## config.mk

```make
export PLATFORM = sky130hd
export DESIGN_NAME = block_row_channel_deinterleave
export DESIGN_NICKNAME = d
export VERILOG_FILES = /design/src/rtl/core/brcd_pkg.sv /design/src/rtl/core/block_row_channel_deinterleave.sv /design/src/rtl/core/brcd_cfg.sv /design/src/rtl/core/brcd_addr.sv /design/src/rtl/core/brcd_skid.sv
export SDC_FILE = /design/constraint.sdc
export NUM_CORES = 1
export LEC_CHECK = 0
export ABC_AREA = 1
export BUFFER_PORTS_ARGS = -buffer_cell sky130_fd_sc_hd__buf_4
export CELL_PAD_IN_SITES_DETAIL_PLACEMENT = 1
export CELL_PAD_IN_SITES_GLOBAL_PLACEMENT = 1
export CORE_ASPECT_RATIO = 0.9
export CORE_MARGIN = 3
export CORE_UTILIZATION = 40
export DETAILED_ROUTE_END_ITERATION = 8
export PLACE_DENSITY_LB_ADDON = 0.3
export RECOVER_POWER = 25
export SETUP_SLACK_MARGIN = 0.2
export SYNTH_ARGS = -nofsm -noshare
export SYNTH_HDL_FRONTEND = slang
export SYNTH_SLANG_ARGS = --single-unit
```

## constraint.sdc

```tcl
create_clock -name clk -period 7.3 [get_ports clk]
set_clock_uncertainty 0.15 [all_clocks]
set_input_delay 1.095 -clock clk [delete_from_list [all_inputs] [get_ports clk]]
set_output_delay 1.095 -clock clk [all_outputs]
set_load 0.005 [all_outputs]
```

## src/rtl/core/brcd_pkg.sv

```systemverilog
package brcd_pkg;

  // Fixed field widths
  localparam int SAMPLE_W    = 16;
  localparam int DEST_W      = 26;
  localparam int GROUPS_W    = 4;
  localparam int SPC_W       = 21;
  localparam int LANES       = 8;
  localparam int LANE_W      = 3;
  localparam int OUT_TDATA_W = 48;

  // APB register port
  localparam int CFG_AW = 4;
  localparam int CFG_DW = 32;

  // Register reset values
  localparam logic [GROUPS_W-1:0] RST_GROUPS  = 4'd4;
  localparam logic [SPC_W-1:0]    RST_SAMPLES = 21'd1024;

  // Register index, byte address 4*index
  typedef enum logic [1:0] {
    REG_ROW_GROUPS = 2'd0,
    REG_SAMPLES    = 2'd1,
    REG_BYPASS     = 2'd2
  } brcd_reg_t;

  // Register contents
  typedef struct packed {
    logic [GROUPS_W-1:0] row_groups;
    logic [SPC_W-1:0]    samples;
    logic                bypass;
  } brcd_cfg_t;

  // One result word
  typedef struct packed {
    logic                       capture_end;
    logic signed [SAMPLE_W-1:0] sample;
    logic [DEST_W-1:0]          dest;
  } brcd_word_t;

endpackage

```

## src/rtl/core/block_row_channel_deinterleave.sv

```systemverilog
// Channel      | Role          | Handshake            | Payload
// in_          | sample words  | tvalid/tready        | tdata: sample_in
// out_         | result words  | tvalid/tready        | tdata: dest_index, sample_out; tlast
// cfg_         | registers     | APB, pready always 1 | row_groups, samples_per_channel, bypass
//
// One word per clock in and out while out_ is not stalled; out_ is driven from a register.
// The address comes from incremental channel and time bases, one 26-bit add per word.
// A two-entry output buffer keeps in_tready a register and takes one more word under a stall.
// Reset (rst_n, synchronous) empties the buffer and restarts the capture at word zero.
// A register write also restarts the capture; with bypass set, words are taken and dropped.
module block_row_channel_deinterleave
  import brcd_pkg::*;
#(
  parameter int ROW_SAMPLES = 128,
  parameter int MAX_GROUPS  = 8,
  parameter int MAX_SAMPLES = 1048576
) (
  input  logic                   clk,
  input  logic                   rst_n,
  input  logic                   in_tvalid,
  output logic                   in_tready,
  input  logic [SAMPLE_W-1:0]    in_tdata,    // [15:0] sample_in
  output logic                   out_tvalid,
  input  logic                   out_tready,
  output logic [OUT_TDATA_W-1:0] out_tdata,   // [25:0] dest_index, [41:26] sample_out, zero pad
  output logic                   out_tlast,   // capture_end
  input  logic                   cfg_psel,
  input  logic                   cfg_penable,
  input  logic                   cfg_pwrite,
  input  logic [CFG_AW-1:0]      cfg_paddr,
  input  logic [CFG_DW-1:0]      cfg_pwdata,
  output logic [CFG_DW-1:0]      cfg_prdata,
  output logic                   cfg_pready
);

  brcd_cfg_t  cfg_r, cfg_nxt;
  logic       restart;
  logic       accept;
  logic       res_valid;
  brcd_word_t res_word;
  brcd_word_t out_word;

  assign cfg_pready = 1'b1;
  assign accept     = in_tvalid & in_tready;

  brcd_cfg u_cfg (
    .clk     (clk),
    .rst_n   (rst_n),
    .psel    (cfg_psel),
    .penable (cfg_penable),
    .pwrite  (cfg_pwrite),
    .paddr   (cfg_paddr),
    .pwdata  (cfg_pwdata),
    .prdata  (cfg_prdata),
    .cfg_r   (cfg_r),
    .cfg_nxt (cfg_nxt),
    .restart (restart)
  );

  brcd_addr #(
    .ROW_SAMPLES (ROW_SAMPLES),
    .MAX_GROUPS  (MAX_GROUPS),
    .MAX_SAMPLES (MAX_SAMPLES)
  ) u_addr (
    .clk       (clk),
    .rst_n     (rst_n),
    .cfg_r     (cfg_r),
    .cfg_nxt   (cfg_nxt),
    .restart   (restart),
    .accept    (accept),
    .sample_in (in_tdata),
    .res_valid (res_valid),
    .res_word  (res_word)
  );

  brcd_skid u_skid (
    .clk       (clk),
    .rst_n     (rst_n),
    .in_valid  (res_valid),
    .in_word   (res_word),
    .in_ready  (in_tready),
    .out_valid (out_tvalid),
    .out_ready (out_tready),
    .out_word  (out_word)
  );

  // Pack result word
  assign out_tdata = {(OUT_TDATA_W - SAMPLE_W - DEST_W)'(0), out_word.sample, out_word.dest};
  assign out_tlast = out_word.capture_end;

endmodule

```

## src/rtl/core/brcd_cfg.sv

```systemverilog
module brcd_cfg
  import brcd_pkg::*;
(
  input  logic              clk,
  input  logic              rst_n,
  input  logic              psel,
  input  logic              penable,
  input  logic              pwrite,
  input  logic [CFG_AW-1:0] paddr,
  input  logic [CFG_DW-1:0] pwdata,
  output logic [CFG_DW-1:0] prdata,
  output brcd_cfg_t         cfg_r,
  output brcd_cfg_t         cfg_nxt,
  output logic              restart
);

  brcd_reg_t reg_sel;
  logic      wr_en;

  assign reg_sel = brcd_reg_t'(paddr[3:2]);
  assign wr_en   = psel & penable & pwrite;

  // Register write decode; a write to a known register restarts the capture
  always_comb begin
    cfg_nxt = cfg_r;
    restart = 1'b0;
    if (wr_en) begin
      case (reg_sel)
        REG_ROW_GROUPS: begin
          cfg_nxt.row_groups = pwdata[GROUPS_W-1:0];
          restart = 1'b1;
        end
        REG_SAMPLES: begin
          cfg_nxt.samples = pwdata[SPC_W-1:0];
          restart = 1'b1;
        end
        REG_BYPASS: begin
          cfg_nxt.bypass = pwdata[0];
          restart = 1'b1;
        end
        default: ;
      endcase
    end
  end

  always_ff @(posedge clk) begin
    if (!rst_n) begin
      cfg_r.row_groups <= RST_GROUPS;
      cfg_r.samples    <= RST_SAMPLES;
      cfg_r.bypass     <= 1'b0;
    end else begin
      cfg_r <= cfg_nxt;
    end
  end

  // Read back
  always_comb begin
    case (reg_sel)
      REG_ROW_GROUPS: prdata = CFG_DW'(cfg_r.row_groups);
      REG_SAMPLES:    prdata = CFG_DW'(cfg_r.samples);
      REG_BYPASS:     prdata = CFG_DW'(cfg_r.bypass);
      default:        prdata = '0;
    endcase
  end

endmodule

```

## src/rtl/core/brcd_addr.sv

```systemverilog
module brcd_addr
  import brcd_pkg::*;
#(
  parameter int ROW_SAMPLES = 128,
  parameter int MAX_GROUPS  = 8,
  parameter int MAX_SAMPLES = 1048576
) (
  input  logic                       clk,
  input  logic                       rst_n,
  input  brcd_cfg_t                  cfg_r,
  input  brcd_cfg_t                  cfg_nxt,
  input  logic                       restart,
  input  logic                       accept,
  input  logic signed [SAMPLE_W-1:0] sample_in,
  output logic                       res_valid,
  output brcd_word_t                 res_word
);

  localparam int SW  = (ROW_SAMPLES > 1) ? $clog2(ROW_SAMPLES) : 1;
  localparam int GCW = (MAX_GROUPS > 1) ? $clog2(MAX_GROUPS) : 1;

  // Clamp samples per channel to 1..MAX_SAMPLES
  function automatic logic [SPC_W-1:0] eff_spc(input logic [SPC_W-1:0] s);
    logic [SPC_W-1:0] r;
    if (s == '0) r = SPC_W'(1);
    else if (32'(s) > 32'(MAX_SAMPLES)) r = SPC_W'(MAX_SAMPLES);
    else r = s;
    return r;
  endfunction

  // Counters; chan_base is (group*8+lane)*spc, pos is block*ROW_SAMPLES+sample
  logic [LANE_W-1:0] lane_r,       lane_nxt;
  logic [SW-1:0]     sample_r,     sample_nxt;
  logic [GCW-1:0]    group_r,      group_nxt;
  logic [SPC_W-1:0]  rem_r,        rem_nxt;        // samples left from block start
  logic [DEST_W-1:0] chan_base_r,  chan_base_nxt;
  logic [DEST_W-1:0] group_base_r, group_base_nxt;
  logic [SPC_W-1:0]  pos_r,        pos_nxt;
  logic [SPC_W-1:0]  blk_base_r,   blk_base_nxt;

  logic [SPC_W-1:0]  spc;
  logic [4:0]        grp_lim;
  logic              last_lane, last_sam, last_grp, last_blk;
  logic [DEST_W-1:0] chan_inc;

  assign spc = eff_spc(cfg_r.samples);

  // Last group index after clamping row_groups to 1..MAX_GROUPS
  always_comb begin
    if (cfg_r.row_groups == '0) grp_lim = 5'd0;
    else if (5'(cfg_r.row_groups) > 5'(MAX_GROUPS)) grp_lim = 5'(MAX_GROUPS - 1);
    else grp_lim = 5'(cfg_r.row_groups) - 5'd1;
  end

  assign last_lane = (lane_r == LANE_W'(LANES - 1));
  assign last_blk  = (rem_r <= SPC_W'(ROW_SAMPLES));
  assign last_sam  = last_blk ? ((SPC_W'(sample_r) + SPC_W'(1)) == rem_r)
                              : (sample_r == SW'(ROW_SAMPLES - 1));
  assign last_grp  = (5'(group_r) == grp_lim);
  assign chan_inc  = chan_base_r + DEST_W'(spc);

  // Counter advance
  always_comb begin
    lane_nxt       = lane_r;
    sample_nxt     = sample_r;
    group_nxt      = group_r;
    rem_nxt        = rem_r;
    chan_base_nxt  = chan_base_r;
    group_base_nxt = group_base_r;
    pos_nxt        = pos_r;
    blk_base_nxt   = blk_base_r;
    if (!last_lane) begin
      lane_nxt      = lane_r + LANE_W'(1);
      chan_base_nxt = chan_inc;
    end else begin
      lane_nxt = '0;
      if (!last_sam) begin
        sample_nxt    = sample_r + SW'(1);
        pos_nxt       = pos_r + SPC_W'(1);
        chan_base_nxt = group_base_r;
      end else begin
        sample_nxt = '0;
        if (!last_grp) begin
          group_nxt      = group_r + GCW'(1);
          chan_base_nxt  = chan_inc;
          group_base_nxt = chan_inc;
          pos_nxt        = blk_base_r;
        end else begin
          group_nxt      = '0;
          chan_base_nxt  = '0;
          group_base_nxt = '0;
          if (!last_blk) begin
            blk_base_nxt = blk_base_r + SPC_W'(ROW_SAMPLES);
            pos_nxt      = blk_base_r + SPC_W'(ROW_SAMPLES);
            rem_nxt      = rem_r - SPC_W'(ROW_SAMPLES);
          end else begin
            blk_base_nxt = '0;
            pos_nxt      = '0;
            rem_nxt      = spc;
          end
        end
      end
    end
  end

  always_ff @(posedge clk) begin
    if (!rst_n || restart) begin
      lane_r       <= '0;
      sample_r     <= '0;
      group_r      <= '0;
      chan_base_r  <= '0;
      group_base_r <= '0;
      pos_r        <= '0;
      blk_base_r   <= '0;
      rem_r        <= !rst_n ? eff_spc(RST_SAMPLES) : eff_spc(cfg_nxt.samples);
    end else if (accept) begin
      lane_r       <= lane_nxt;
      sample_r     <= sample_nxt;
      group_r      <= group_nxt;
      chan_base_r  <= chan_base_nxt;
      group_base_r <= group_base_nxt;
      pos_r        <= pos_nxt;
      blk_base_r   <= blk_base_nxt;
      rem_r        <= rem_nxt;
    end
  end

  // Result word for the current position
  assign res_valid            = accept & ~cfg_r.bypass;
  assign res_word.dest        = chan_base_r + DEST_W'(pos_r);
  assign res_word.sample      = sample_in;
  assign res_word.capture_end = last_lane & last_sam & last_grp & last_blk;

endmodule

```

## src/rtl/core/brcd_skid.sv

```systemverilog
module brcd_skid
  import brcd_pkg::*;
(
  input  logic       clk,
  input  logic       rst_n,
  input  logic       in_valid,
  input  brcd_word_t in_word,
  output logic       in_ready,
  output logic       out_valid,
  input  logic       out_ready,
  output brcd_word_t out_word
);

  logic       main_valid_r;
  brcd_word_t main_word_r;
  logic       skid_valid_r;
  brcd_word_t skid_word_r;

  // Ready depends only on the skid slot, so it is a register output
  assign in_ready  = ~skid_valid_r;
  assign out_valid = main_valid_r;
  assign out_word  = main_word_r;

  always_ff @(posedge clk) begin
    if (!rst_n) begin
      main_valid_r <= 1'b0;
      skid_valid_r <= 1'b0;
    end else if (out_ready || !main_valid_r) begin
      if (skid_valid_r) begin
        main_valid_r <= 1'b1;
        skid_valid_r <= 1'b0;
      end else begin
        main_valid_r <= in_valid;
      end
    end else if (in_valid) begin
      skid_valid_r <= 1'b1;
    end
  end

  // Payload, no reset
  always_ff @(posedge clk) begin
    if (out_ready || !main_valid_r) begin
      main_word_r <= skid_valid_r ? skid_word_r : in_word;
    end else if (in_valid) begin
      skid_word_r <= in_word;
    end
  end

endmodule

```

==> impl_metrics.env, run 1 <==
export IMPL_min_from="u_addr.blk_base_r[0]$_SDFFE_PN0P_"
export IMPL_layout_common_cells="649 x nand2_1, 248 x inv_1, 213 x nor2_1"
export IMPL_dieArea_um2=39160
export IMPL_vias=14087
export IMPL_slew_headroom_pct=-26.93
export IMPL_grtUsageTotal_pct=24.14
export IMPL_die_h_um=188.0
export IMPL_synth_seq_area_share_pct=40.17
export IMPL_setup_viol=0
export IMPL_drc=0
export IMPL_post_cts_setup_buffer_count=0
export IMPL_cts_tree="done"
export IMPL_vdd_drop_max_mv=0.1754
export IMPL_cts_max_level=1
export IMPL_final_core_util_pct=46.07
export IMPL_r2r_start="u_addr.rem_r[7]$_DFFE_PP_"
export IMPL_max_freq_ghz=0.2209
export IMPL_cts_resized_gates=0
export IMPL_synth_top_flop_cell="dfxtp_1"
export IMPL_syn_instance_count=2084
export IMPL_endpoint_kind="register"
export IMPL_root_buffer="clkbuf_16"
export IMPL_grt_pass1_vias=14314
export IMPL_hold_depth=2
export IMPL_critical_path_max_fanout=32
export IMPL_multi_input_area_um2=7447
export IMPL_placed_area_um2=15840
export IMPL_place_hpwl_mm=36.48
export IMPL_period_minus_slack_ns=4.528
export IMPL_antenna_cells=0
export IMPL_nFillCells=4703
export IMPL_drtPass1Iterations=5
export IMPL_worstMarginPinSlew_ns=1.899
export IMPL_path_clk_slew_ns=0.06
export IMPL_nets=2274
export IMPL_rsz0062_at_grt="false"
export IMPL_p_total_uw=3100
export IMPL_hold_buffers=0
export IMPL_dr_first_iter_drc_count=806
export IMPL_syn_to_final_growth_pct=13.41
export IMPL_cp_data_arrival_time_ns=4.89
export IMPL_pre_cts_slack_ns=2.631
export IMPL_r2r_cells=14
export IMPL_slew_violations=90
export IMPL_synthDistinctLibCells=45
export IMPL_period_share_pct=62.02
export IMPL_hold_viol=0
export IMPL_clk_latency_ns=0.57
export IMPL_startpoint="u_addr.rem_r[7]$_DFFE_PP_"
export IMPL_cap_violations=2
export IMPL_postLayoutCellArea_um2=16700
export IMPL_synthArstFlopShare_pct=0
export IMPL_synth_warnings=0
export IMPL_ant_nets=0
export IMPL_status="finished with violations"
export IMPL_setup_tns_ns=0
export IMPL_failed_checks="capacitance limit, slew limit"
export IMPL_drive_gt1_share_pct=8.104
export IMPL_clock_sinks=242
export IMPL_synth_edf_count=107
export IMPL_antenna_found_initial=0
export IMPL_p_leak_uw=0.007596
export IMPL_fp_row_count=66
export IMPL_final_common_cell="nand2_1"
export IMPL_coreArea_um2=36250
export IMPL_seq_area_um2=5916
export IMPL_avgViaCountPerCell=5.296
export IMPL_syn_avg_cell_area_um2=7.067
export IMPL_gp_congestion=0.9481
export IMPL_io_pins=143
export IMPL_synthesis_area_um2=14730
export IMPL_synth_area_leaders="edfxtp_1 22%, dfxtp_1 18%, nand2_1 17%"
export IMPL_cp_data_required_time_ns=7.66
export IMPL_grt_max_degree=92
export IMPL_initial_core_util_pct=40.63
export IMPL_cts_buffers=28
export IMPL_die_w_um=208.3
export IMPL_cts_buffer_depth=3
export IMPL_wl_per_cell_um=18.14
export IMPL_grt_pass1_wl_mm=76.86
export IMPL_yosysTopAreaCellShare_pct=21.82
export IMPL_worstSetupPathType="reg -> reg"
export IMPL_port_buffer_count=111
export IMPL_power_density_nw_per_um2=185.6
export IMPL_hold_class="reg -> reg"
export IMPL_start_kind="register"
export IMPL_worst_slack_ns=2.772
export IMPL_wl_mm=48.26
export IMPL_grt_ovfl_total=0
export IMPL_synth_ff_latch_count=242
export IMPL_synth_area_leader_cell="edfxtp_1"
layout make-up:
cell class | count | share of cell area [%]
Clock inverter | 10 | 0.7117
Clock buffer | 41 | 4.727
Timing Repair Buffer | 123 | 5.259
Tap cell | 476 | 3.566
Inverter | 255 | 5.731
Multi-Input combinational cell | 1513 | 44.59
Sequential cell | 242 | 35.42
cell families after synthesis:
family | synth area share, %
AOI/OAI and AO/OA | 9.269
xor gates and xnor gates | 4.163
adders and majority gates | 4.520
buffers and inverters | 9.710
DFF | 40.17
other | 0.05099
and+or+nand+nor | 32.12
flip-flops by register name, indices dropped and copies added, names as in the netlist, 7 cells and up:
| register | cells |
|---|---|
| u_addr.blk_base_r | 21 |
| u_addr.chan_base_r | 26 |
| u_addr.group_base_r | 26 |
| u_addr.pos_r | 21 |
| u_addr.rem_r | 21 |
| u_addr.sample_r | 7 |
| u_cfg.cfg_r | 26 |
| u_skid.out_word | 43 |
| u_skid.skid_word_r | 43 |
metrics by stage:
step	hold WS, ns	cells
2_1_floorplan	0.2590	2100
3_3_place_gp	0.2676	2609
3_5_place_dp	0.2733	2609
4_1_cts	0.2821	2660
5_1_grt	0.3084	2660
6_report	0.2835	2660
where the power goes:
part | internal (uW) | switching, uW
Combinational | 81.7 | 145
Sequential | 1460 | 23.4
Clock | 818 | 576
Total | 2360 | 744
worst paths after layout:
check / to / slack, ns
max: u_addr.chan_base_r[5]$_SDFFE_PN0P_ / 2.77
min: u_addr.blk_base_r[0]$_SDFFE_PN0P_ / 0.28
max reg2reg: u_addr.chan_base_r[5]$_SDFFE_PN0P_ / 2.77
min reg2reg: u_addr.blk_base_r[0]$_SDFFE_PN0P_ / 0.28
cells in the mapped netlist (2+ instances only):
cell type and instances:
edfxtp_1 107, o21ai_1 8, ha_1 50, buf_1 10, nand3b_1 16, a31oi_1 3
and2_1 5, nor2_1 213, a22oi_1 9, o21a_1 2, nand3_1 134, xnor2_1 22
o211ai_1 10, o31ai_1 2, o21ai_0 72, xor2_1 48, buf_4 26, a22o_1 3
clkbuf_1 39, nand3_2 3, inv_1 247, o22ai_1 3, nand2_1 649, dfxtp_1 135
o21bai_1 6, nor2_2 5, inv_2 7, nand4_1 63, or2_2 5, a21oi_1 126
nor3_1 19, nor2_4 2, nand2_2 3, fa_1 2, buf_6 3, nor4_1 6
conb_1 2, buf_2 12
layer usage:
layer | vias to the layer above | global-route usage, % | part of all wire [%]
met4 | 0 | 5.600 | 2.5
met3 | 61 | 2.743 | 4.7
met2 | 323 | 40.77 | 46
met1 | 6839 | 33.31 | 46
met5 | - | 0 | 0
li1 | 6864 | - | -
worst max-delay path, stage by stage (launching register included):
cell and delay, ns:
edfxtp_1 0.42, inv_1 0.22, ha_1 0.24, nand2_1 0.09
nor2_1 0.22, nand2_1 0.14, nand2_1 0.10, nand2_1 0.22
nand3_1 0.69, nand2_2 0.61, nor2_4 0.92, nand2_1 0.18
nand3b_1 0.14, nand2_1 0.05, inv_1 0.06
Note: power is estimated with default switching activity, not from simulation.
==> inputs of run 2 (changes only) <==
==> constraint.sdc (replaced) <==
create_clock -name clk -period 4.5 [get_ports clk]
set_clock_uncertainty 0.15 [all_clocks]
set_input_delay 0.675 -clock clk [delete_from_list [all_inputs] [get_ports clk]]
set_output_delay 0.675 -clock clk [all_outputs]
set_load 0.005 [all_outputs]
==> run 2 against run 1 <==
Against the previous run: the run still ends with capacitance limit, slew limit left; global-route usage shrank 0.095 points; sequential power grew 62%; die area is the same; fmax grew 15%; worst hold slack lost 0.11 ns; clock-buffer cell count shrank 3; power grew 67%; critical path type unchanged; largest power group is now clock; highest routed layer unchanged.
==> impl_metrics.env, run 2 (synthesis results as in run 1) <==
export IMPL_status="finished with violations"
export IMPL_failed_checks="capacitance limit, slew limit"
export IMPL_cp_data_arrival_time_ns=4.27
export IMPL_root_buffer="clkbuf_16"
export IMPL_worstSetupPathType="reg -> reg"
export IMPL_nets=2286
export IMPL_r2r_start="u_cfg.cfg_r[3]$_SDFF_PN0_"
export IMPL_drive_gt1_share_pct=8.607
export IMPL_start_kind="register"
export IMPL_avgViaCountPerCell=5.284
export IMPL_setup_tns_ns=0
export IMPL_rsz0062_at_grt="false"
export IMPL_io_pins=143
export IMPL_dieArea_um2=39160
export IMPL_antenna_found_initial=0
export IMPL_ant_nets=0
export IMPL_slew_headroom_pct=-56.56
export IMPL_wl_met3_mm=2.284
export IMPL_cts_buffer_depth=3
export IMPL_grt_max_degree=59
export IMPL_cap_violations=2
export IMPL_power_density_nw_per_um2=307.4
export IMPL_path_clk_slew_ns=0.06
export IMPL_cts_buffers=28
export IMPL_vias=14120
export IMPL_die_w_um=208.3
export IMPL_drtPass1Iterations=5
export IMPL_hold_depth=1
export IMPL_layout_common_cells="649 x nand2_1, 247 x inv_1, 213 x nor2_1"
export IMPL_fin_hold_ws_ns=0.1740
export IMPL_clock_sinks=242
export IMPL_gp_congestion=0.9106
export IMPL_die_h_um=188.0
export IMPL_hold_buffers=0
export IMPL_critical_path_max_fanout=8
export IMPL_hold_viol=0
export IMPL_grt_pass1_vias=14239
export IMPL_worstMarginPinSlew_ns=2.348
export IMPL_setup_viol=0
export IMPL_min_from="in_tdata[7]"
export IMPL_wl_per_cell_um=18.17
export IMPL_slew_violations=93
export IMPL_worst_slack_ns=0.5792
export IMPL_final_common_cell="nand2_1"
export IMPL_fp_row_count=66
export IMPL_cp_data_required_time_ns=4.85
export IMPL_hold_class="in -> reg"
export IMPL_period_share_pct=87.13
export IMPL_wl_met2_mm=22.36
export IMPL_placed_area_um2=15950
export IMPL_antenna_cells=0
export IMPL_wl_mm=48.54
export IMPL_grt_pass1_wl_mm=76.56
export IMPL_syn_to_final_growth_pct=14.46
export IMPL_r2r_slack_ns=0.58
export IMPL_period_minus_slack_ns=3.921
export IMPL_pre_cts_slack_ns=0.7118
export IMPL_cts_max_level=1
export IMPL_cts_tree="done"
export IMPL_m1WireLength_mm=22.52
export IMPL_hold_path_endpoint="u_skid.skid_word_r[33]$_DFFE_PP_"
export IMPL_vdd_drop_max_mv=0.3217
export IMPL_p_leak_uw=0.007676
export IMPL_drc=0
export IMPL_initial_core_util_pct=40.63
export IMPL_r2r_end="u_addr.chan_base_r[14]$_SDFFE_PN0P_"
export IMPL_grtUsageTotal_pct=24.05
export IMPL_nFillCells=4664
export IMPL_place_hpwl_mm=36.93
export IMPL_highest_signal_layer="met4"
export IMPL_grt_ovfl_total=0
export IMPL_r2r_cells=20
export IMPL_max_freq_ghz=0.2551
export IMPL_postLayoutCellArea_um2=16860
export IMPL_cts_resized_gates=0
export IMPL_coreArea_um2=36250
export IMPL_endpoint_kind="register"
export IMPL_clk_latency_ns=0.57
export IMPL_port_buffer_count=111
export IMPL_post_cts_setup_buffer_count=0
export IMPL_dr_first_iter_drc_count=882
[run 2: cell type report]
cell class	instances	area, um2	area share [%]
clock inverter	13	215.2	1.277
inverter	255	957.2	5.678
timing repair buffer	135	965.9	5.730
sequential	242	5916	35.09
tap	476	595.6	3.533
multi-input combinational	1513	7450	44.19
clock buffer	38	758.2	4.498
[run 2: how the worst max path moves through the flow]
stage / from / endpoint / slack [ns]
global placement: u_cfg.cfg_r[3]$_SDFF_PN0_ / u_addr.chan_base_r[14]$_SDFFE_PN0P_ / 0.84
finish: u_cfg.cfg_r[3]$_SDFF_PN0_ / u_addr.chan_base_r[14]$_SDFFE_PN0P_ / 0.58
detailed placement: u_cfg.cfg_r[3]$_SDFF_PN0_ / u_addr.chan_base_r[14]$_SDFFE_PN0P_ / 0.71
global route: u_cfg.cfg_r[12]$_SDFF_PN0_ / u_addr.group_base_r[24]$_SDFFE_PN0P_ / 0.30
CTS: u_cfg.cfg_r[3]$_SDFF_PN0_ / u_addr.chan_base_r[14]$_SDFFE_PN0P_ / 0.69
floorplan: out_tready / u_skid.skid_word_r[0]$_DFFE_PP_ / 0.37
[run 2: worst max-delay path, stage by stage, from the launching register on]
cell	delay, ns
dfxtp_1	0.33
nor4_1	0.38
nand4_1	0.17
nand2_1	0.31
o21ai_0	0.32
inv_1	0.13
ha_1	0.29
fa_1	0.35
nand3_1	0.11
nand3_1	0.19
nand2_1	0.08
nand2_1	0.14
nand2_1	0.07
nand2_1	0.08
xor2_1	0.35
nand2_1	0.10
nand2_1	0.10
inv_1	0.05
nand2_1	0.05
nor2_1	0.04
nor2_1	0.07
[run 2: stage by stage]
step,util [%],cells,total power [uW]
5_1_grt,46.50,2672,5367
2_1_floorplan,-,2100,2654
6_report,46.50,2672,5182
3_3_place_gp,44.00,2621,2806
3_5_place_dp,44.00,2621,2822
4_1_cts,46.68,2672,5242
[run 2: power breakdown]
| group | internal [uW] | switching [uW] |
|---|---|---|
| Clock | 1470 | 941 |
| Sequential | 2360 | 37.2 |
| Combinational | 134 | 239 |
| Total | 3960 | 1220 |
[run 2: per-layer routing]
layer | vias up | track usage (%)
met5 | - | 0
met4 | 0 | 6.326
met3 | 63 | 2.074
met2 | 337 | 40.18
met1 | 6809 | 33.65
li1 | 6911 | -
